<file path="config.mk">
export PLATFORM = sky130hd
export DESIGN_NAME = lru_key_value_cache_top
export DESIGN_NICKNAME = d
export VERILOG_FILES = /design/src/hdl/lkv_pkg.sv /design/src/hdl/lkv_store.sv /design/src/hdl/lru_key_value_cache_top.sv
export SDC_FILE = /design/constraint.sdc
export NUM_CORES = 2
export LEC_CHECK = 0
export ABC_AREA = 0
export BUFFER_PORTS_ARGS = -buffer_cell sky130_fd_sc_hd__buf_2
export CAP_MARGIN = 20
export CELL_PAD_IN_SITES_DETAIL_PLACEMENT = 1
export CELL_PAD_IN_SITES_GLOBAL_PLACEMENT = 1
export CORE_UTILIZATION = 40
export CTS_BUF_LIST = sky130_fd_sc_hd__clkbuf_4 sky130_fd_sc_hd__clkbuf_8
export DETAILED_ROUTE_END_ITERATION = 12
export PLACE_DENSITY_LB_ADDON = 0.1
export SETUP_SLACK_MARGIN = 0.1
export SLEW_MARGIN = 20
export SYNTH_ARGS = -nofsm -noshare
export SYNTH_HDL_FRONTEND = slang
export SYNTH_HIERARCHICAL = 1
export SYNTH_SLANG_ARGS = --single-unit
</file>
<file path="constraint.sdc">
create_clock -name clk_i -period 13.55 [get_ports clk_i]
set_clock_uncertainty 0.2 [all_clocks]
set_input_delay 3.3875 -clock clk_i [delete_from_list [all_inputs] [get_ports clk_i]]
set_output_delay 3.3875 -clock clk_i [all_outputs]
set_load 0.05 [all_outputs]
</file>
<file path="src/hdl/lkv_pkg.sv">
package lkv_pkg;

  localparam int MAX_ENTRIES_DEF = 16;
  localparam int DATA_W          = 32;
  localparam int CAP_W           = 5;
  localparam logic [CAP_W-1:0] CAP_RESET = 5'd16;

  localparam logic OP_GET = 1'b0;
  localparam logic OP_PUT = 1'b1;

  typedef struct packed {
    logic                     op;
    logic signed [DATA_W-1:0] key;
    logic signed [DATA_W-1:0] value;
  } req_t;

  typedef struct packed {
    logic                     hit;
    logic signed [DATA_W-1:0] value;
  } rsp_t;

endpackage

</file>
<file path="src/hdl/lkv_store.sv">
module lkv_store #(
  parameter int MAX_ENTRIES = lkv_pkg::MAX_ENTRIES_DEF
) (
  input  logic                      clk_i,
  input  logic                      rst_ni,
  input  logic                      req_valid_i,
  input  lkv_pkg::req_t             req_i,
  input  logic [lkv_pkg::CAP_W-1:0] cap_i,
  output lkv_pkg::rsp_t             rsp_o
);

  localparam int RANK_W = (MAX_ENTRIES > 1) ? $clog2(MAX_ENTRIES) : 1;
  localparam int OCC_W  = $clog2(MAX_ENTRIES + 1);
  localparam int EC_W   = (OCC_W > lkv_pkg::CAP_W) ? OCC_W : lkv_pkg::CAP_W;

  logic [MAX_ENTRIES-1:0]          valid_q, valid_d;
  logic [RANK_W-1:0]               rank_q [MAX_ENTRIES];
  logic [RANK_W-1:0]               rank_d [MAX_ENTRIES];
  logic [OCC_W-1:0]                occ_q, occ_d;
  logic signed [lkv_pkg::DATA_W-1:0] key_q [MAX_ENTRIES];
  logic signed [lkv_pkg::DATA_W-1:0] val_q [MAX_ENTRIES];

  logic [MAX_ENTRIES-1:0]          match, victim, valid_mid, free, slot;
  logic                            hit, full, evict, insert, is_put;
  logic [RANK_W-1:0]               hit_rank, oldest_rank;
  logic [lkv_pkg::DATA_W-1:0]      rd_val;
  logic [EC_W-1:0]                 eff_cap;

  always_comb begin
    eff_cap = EC_W'(cap_i);
    if (eff_cap == '0) begin
      eff_cap = EC_W'(1);
    end else if (eff_cap > EC_W'(MAX_ENTRIES)) begin
      eff_cap = EC_W'(MAX_ENTRIES);
    end
  end

  // ranks of valid entries are always 0 .. occ-1, so the oldest is occ-1
  assign oldest_rank = RANK_W'(occ_q - OCC_W'(1));
  assign full        = (EC_W'(occ_q) >= eff_cap);
  assign is_put      = (req_i.op == lkv_pkg::OP_PUT);

  always_comb begin
    hit_rank = '0;
    rd_val   = '0;
    for (int i = 0; i < MAX_ENTRIES; i++) begin
      match[i]  = valid_q[i] && (key_q[i] == req_i.key);
      victim[i] = valid_q[i] && (rank_q[i] == oldest_rank);
      hit_rank  = hit_rank | (match[i] ? rank_q[i] : '0);
      rd_val    = rd_val | (match[i] ? val_q[i] : '0);
    end
  end

  assign hit       = |match;
  assign evict     = is_put && !hit && full;
  assign insert    = is_put && !hit;
  assign valid_mid = valid_q & ~(evict ? victim : '0);
  assign free      = ~valid_mid;
  assign slot      = free & (~free + MAX_ENTRIES'(1));

  assign rsp_o.hit   = hit;
  assign rsp_o.value = (!is_put && hit) ? rd_val : '0;

  always_comb begin
    valid_d = valid_q;
    occ_d   = occ_q;
    for (int i = 0; i < MAX_ENTRIES; i++) begin
      rank_d[i] = rank_q[i];
    end
    if (req_valid_i) begin
      if (hit) begin
        // promote: younger entries age by one
        for (int i = 0; i < MAX_ENTRIES; i++) begin
          if (match[i]) begin
            rank_d[i] = '0;
          end else if (valid_q[i] && (rank_q[i] < hit_rank)) begin
            rank_d[i] = rank_q[i] + RANK_W'(1);
          end
        end
      end else if (insert) begin
        for (int i = 0; i < MAX_ENTRIES; i++) begin
          if (slot[i]) begin
            valid_d[i] = 1'b1;
            rank_d[i]  = '0;
          end else if (valid_mid[i]) begin
            rank_d[i] = rank_q[i] + RANK_W'(1);
          end else begin
            valid_d[i] = 1'b0;
            rank_d[i]  = '0;
          end
        end
        if (!evict) begin
          occ_d = occ_q + OCC_W'(1);
        end
      end
    end
  end

  always_ff @(posedge clk_i or negedge rst_ni) begin
    if (!rst_ni) begin
      valid_q <= '0;
      occ_q   <= '0;
      for (int i = 0; i < MAX_ENTRIES; i++) begin
        rank_q[i] <= '0;
      end
    end else begin
      valid_q <= valid_d;
      occ_q   <= occ_d;
      for (int i = 0; i < MAX_ENTRIES; i++) begin
        rank_q[i] <= rank_d[i];
      end
    end
  end

  always_ff @(posedge clk_i) begin
    if (req_valid_i && is_put) begin
      for (int i = 0; i < MAX_ENTRIES; i++) begin
        if (match[i]) begin
          val_q[i] <= req_i.value;
        end else if (insert && slot[i]) begin
          key_q[i] <= req_i.key;
          val_q[i] <= req_i.value;
        end
      end
    end
  end

endmodule

</file>
<file path="src/hdl/lru_key_value_cache_top.sv">
// An accepted item waits in the input register until it advances into the result register.
// Throughput: one item per cycle while the output is not stalled; the entry compare and the rank update
// finish in the cycle between the input register and the result register.
// Reset clears all entry valid bits, recency ranks and the occupancy count;
// the capacity register resets to 16. Entry keys and values are not reset.
module lru_key_value_cache_top #(
  parameter int MAX_ENTRIES = lkv_pkg::MAX_ENTRIES_DEF
) (
  input  logic                               clk_i,
  input  logic                               rst_ni,
  input  logic                               cfg_we_i,
  input  logic [lkv_pkg::CAP_W-1:0]          cfg_wdata_i,
  input  logic                               in_valid_i,
  output logic                               in_ready_o,
  input  logic                               operation_i,
  input  logic signed [lkv_pkg::DATA_W-1:0]  lookup_key_i,
  input  logic signed [lkv_pkg::DATA_W-1:0]  write_value_i,
  output logic                               out_valid_o,
  input  logic                               out_ready_i,
  output logic                               hit_o,
  output logic signed [lkv_pkg::DATA_W-1:0]  read_value_o
);

  logic [lkv_pkg::CAP_W-1:0] cap_q;
  logic                      in_valid_q, out_valid_q;
  lkv_pkg::req_t             req_q;
  lkv_pkg::rsp_t             rsp, rsp_q;
  logic                      advance;

  assign advance    = in_valid_q && (!out_valid_q || out_ready_i);
  assign in_ready_o = !in_valid_q || advance;

  always_ff @(posedge clk_i or negedge rst_ni) begin
    if (!rst_ni) begin
      cap_q       <= lkv_pkg::CAP_RESET;
      in_valid_q  <= 1'b0;
      out_valid_q <= 1'b0;
    end else begin
      if (cfg_we_i) begin
        cap_q <= cfg_wdata_i;
      end
      if (in_ready_o) begin
        in_valid_q <= in_valid_i;
      end
      if (advance) begin
        out_valid_q <= 1'b1;
      end else if (out_ready_i) begin
        out_valid_q <= 1'b0;
      end
    end
  end

  always_ff @(posedge clk_i) begin
    if (in_valid_i && in_ready_o) begin
      req_q.op    <= operation_i;
      req_q.key   <= lookup_key_i;
      req_q.value <= write_value_i;
    end
    if (advance) begin
      rsp_q <= rsp;
    end
  end

  lkv_store #(
    .MAX_ENTRIES(MAX_ENTRIES)
  ) u_store (
    .clk_i      (clk_i),
    .rst_ni     (rst_ni),
    .req_valid_i(advance),
    .req_i      (req_q),
    .cap_i      (cap_q),
    .rsp_o      (rsp)
  );

  assign out_valid_o  = out_valid_q;
  assign hit_o        = rsp_q.hit;
  assign read_value_o = rsp_q.value;

endmodule

</file>
==> results by group <==
Logic synthesis
  – Synth cell types: 95
  – Synthesized area: 53800 sq um
  – Post-Syn Area per Cell: 14.3 sq um
  – Synth warnings: 6
  – Yosys top cell area share: 62.7%
  – Post-synth net total: 3867
  – Post-Synthesis Cells: around 3800
  – Ranking of synthesized cells by area: edfxtp_1, xnor2_1, dfrtp_1
  – Sequential fraction of the synthesis area: 67.0%
  – Async SR Flop Fraction: 7.58%
  – Post-synth top area cell: edfxtp_1
  – Synth Flop Type: edfxtp_1
  – Seq cells post-synth: about 1200
  – Number of synthesized flops with an enable pin: about 1100

Detailed routing
  – TritonRoute pass-1 iters: 7
  – Remaining DRCs: 0
  – DRT antenna net count: 0
  – DR iter-0 viols: 3389
  – Vias per inst: 6.00
  – Routed len/inst: 31.1 microns
  – Final wirelength: about 180 mm
  – Vias: 35600

Die
  – Chip height: 369 microns
  – Effective utilization at floorplan: 40.3%
  – Die footprint: 136000 sq um
  – # IOs: 110
  – Cell Rows: 134
  – Area of the core: 133000 sq um
  – Die X-Extent: approximately 370 microns

Finish
  – Final nets: roughly 4100
  – Core Util, Final: 45.6%
  – Synth-to-Final Area Change: 13.2%
  – Ratio of cells with drive above 1 in the final layout: 15.8%
  – Filler Cells Inserted: between 10000 and 15000

Clock tree
  – Root Buffer: clkbuf_8
  – CTS tree: yes
  – Clock Latency Late Sink: 0.99 ns
  – Clk buf depth: 3
  – Post-CTS resize count: 0
  – Hold_buf cts: 0
  – CTS HTree Levels: 4
  – Clk pin slew, worst setup/hold paths: 0.06 ns
  – Sink Count: between 1000 and 1500
  – TritonCTS Buffers: 208
  – Setup Buffers After CTS: 0

STA
  – Crit share post-route: 59.7%
  – Actual slew at the worst max-slew pin: 1.17 ns
  – Final setup fails: 0
  – Max-slew violation count: 0
  – Final Critical Period: approximately 8.1 ns
  – Highest clock rate: 0.124 GHz
  – Worst slew margin: 21.1%
  – Final TNS setup: 0 ns
  – Hold Fails Final Rpt: 0
  – RSZ-0062 raised after global routing: no
  – Hold_ws: 0.285 ns

Global routing
  – Vias in the first global route: 36400
  – GRT Total Usage: ~27%
  – First-pass GRT wire length: 264 mm
  – Initial antenna violation count: 6
  – Largest net degree at the start of global routing: 59
  – Gr ovfl total: 0

Critical path
  – Crit path launch: req_q[60]
  – Setup crit end kind: flip-flop
  – Flop2flop setup slack: between 5 and 6 ns
  – Startpoint type of the worst setup path: flip-flop
  – CP max stage cell: edfxtp_1
  – CP Class: flip-flop to flip-flop
  – Setup crit end: u_store/val_q[1][166]
  – Reg2reg end: u_store/val_q[1][166]
  – Crit path max-delay family: simple AND/OR/NAND/NOR gates
  – Arrival time at the worst endpoint: about 8.5 ns
  – CP cell instances: buf_4, xor2_1, or4_1, nor4_1, and3_2, buf_4, nor4_1, and4_1, buf_4, inv_1, o311a_1, nand4_1, or3_1, nor2b_4, a21o_2, buf_4
  – Stages on worst setup path: 16
  – Worst-path maximum fanout: 38
  – R2R depth: 16
  – Cell mode on critical path: buf_4
  – CP bufs+invs: 5
  – Reg-to-reg startpoint: req_q[60]
  – CP peak stage delay: 0.88 ns
  – Worst Path Required: 13.95 ns

Place
  – Gp weighted congestion: 0.931
  – Hpwl dp: between 100 and 150 mm
  – PortBufs: 109

Run
  – Max Cap Viol: 0

Power
  – Leakage: 19.7 nW
  – Peak supply drop: 106 uV
  – PwrDens: 152 nW/um^2

Hold path
  – Hold Crit Start: u_store/occ_q[4]
  – Hold/Removal Path Class: flip-flop to flip-flop

Run status
  – Outcome: finished clean
## registers in the layout (all words and copies together), names as in the netlist
signal / flops
out_valid_o: 1
read_value_o: 32
u_store/rank_q: 64
cap_q: 5
u_store/occ_q: 5
u_store/val_q: 512
hit_o: 1
u_store/valid_q: 16
req_q: 65
u_store/key_q: 512
in_valid_q: 1
## per-stage QoR
step	area (sq um)	instances	setup slack (ns)	total power, mW
floorplan	53800	3753	4.15	5.40
global placement	56700	5560	4.97	5.94
detailed placement	56700	5561	4.91	5.97
CTS	60800	5928	5.52	9.29
global route	60800	5932	5.19	9.57
finish	60800	5933	5.47	9.22
## layout by cell type (no fill, tap or decap), types with 16 or more instances in the layout
| cell type | netlist | layout |
|---|---|---|
| buf_2 | 42 | 108 |
| nor2b_1 | 24 | 19 |
| o22ai_1 | 16 | 16 |
| inv_1 | 78 | 77 |
| edfxtp_1 | 1122 | 1122 |
| ha_1 | 39 | 39 |
| a21oi_1 | 40 | 38 |
| nand4_1 | 217 | 217 |
| or4_1 | 24 | 24 |
| and4_1 | 25 | 18 |
| xor2_1 | 91 | 91 |
| nor3_1 | 45 | 43 |
| and3_1 | 38 | 32 |
| clkinv_1 | 0 | 46 |
| clkbuf_8 | 0 | 209 |
| o2bb2ai_1 | 19 | 19 |
| nand3_1 | 103 | 103 |
| nor4_1 | 64 | 62 |
| a22o_1 | 141 | 141 |
| a221oi_1 | 138 | 138 |
| buf_4 | 37 | 120 |
| xnor2_1 | 408 | 406 |
| clkinv_2 | 0 | 17 |
| or3_1 | 17 | 17 |
| nor2_1 | 88 | 84 |
| nand2b_1 | 176 | 176 |
| a41oi_1 | 33 | 33 |
| dfrtp_1 | 91 | 91 |
| clkbuf_4 | 0 | 78 |
| nand2_1 | 135 | 133 |
| and2_1 | 25 | 23 |
| o21ai_0 | 69 | 68 |
| o2111ai_1 | 25 | 25 |
## synth_stat cells, types with 16 or more instances
master and n:
a21o_1 27, a21oi_1 40, a221oi_1 138, a22o_1 141, a41oi_1 33, and2_1 25, and3_1 38, and4_1 25
buf_1 28, buf_2 42, buf_4 37, clkbuf_1 77, dfrtp_1 91, edfxtp_1 1122, ha_1 39, inv_1 78
nand2_1 135, nand2b_1 176, nand3_1 103, nand4_1 217, nor2_1 88, nor2b_1 24, nor3_1 45, nor4_1 64
o2111ai_1 25, o21ai_0 69, o22ai_1 16, o2bb2ai_1 19, or3_1 17, or4_1 24, xnor2_1 408, xor2_1 91
## logic make-up (layout without fill, tap and decap cells)
logic type / count (synthesis) / after routing / synth area share [%]
compound gates: 656 / 656 / 9.78
xor+xnor: 499 / 499 / 8.13
fa+ha+maj: 50 / 50 / 1.12
buf+inv: 268 / 677 / 2.30
flops: 1214 / 1214 / 67.0
mux: 29 / 29 / 0.584
other cells: 0 / 3 / 0
simple gates: 1037 / 1037 / 11.1
## layer usage
layer	track usage [%]	routed length [microns]
met1	38.5	84200
met2	42.6	84300
met3	4.22	10800
met4	8.15	5120
met5	0	13
## layout make-up
type | instances | area [sq um] | share of cell area [%]
Antenna cell | 3 | 7.51 | 0.0123
Clock buffer | 287 | 3460 | 5.69
Clock inverter | 80 | 603 | 0.991
Inverter | 79 | 297 | 0.487
Multi-Input combinational cell | 2271 | 16800 | 27.5
Sequential cell | 1214 | 36000 | 59.2
Tap cell | 1768 | 2210 | 3.64
Timing Repair Buffer | 231 | 1500 | 2.47
## worst reg2reg max path, delay by kind of cell, from the launching register on
| kind | cells | cell delay, ns |
|---|---|---|
| AO/OA/AOI/OAI | 2 | 0.41 |
| XOR/XNOR | 1 | 0.16 |
| flip-flops | 1 | 0.88 |
| AND/OR/NAND/NOR | 8 | 3.53 |
| buffers and inverters | 5 | 2.48 |
## worst min-delay path by stage
stage | slack [ns] | depth (start not counted) | endpoint
floorplan | 0.25 | 1 | out_valid_o
global placement | 0.27 | 1 | u_store/occ_q[4]
detailed placement | 0.27 | 1 | u_store/occ_q[4]
CTS | 0.29 | 1 | u_store/occ_q[4]
global route | 0.33 | 1 | u_store/occ_q[4]
finish | 0.29 | 1 | u_store/occ_q[4]
## power by group
group | switching [mW] | total [mW] | leakage [nW] | internal (mW)
clock network | 1.59 | 3.30 | 2.16 | 1.71
registers | 0.252 | 4.60 | 11.3 | 4.35
logic | 0.888 | 1.31 | 6.24 | 0.427
Power figures use the tool's default switching activity.
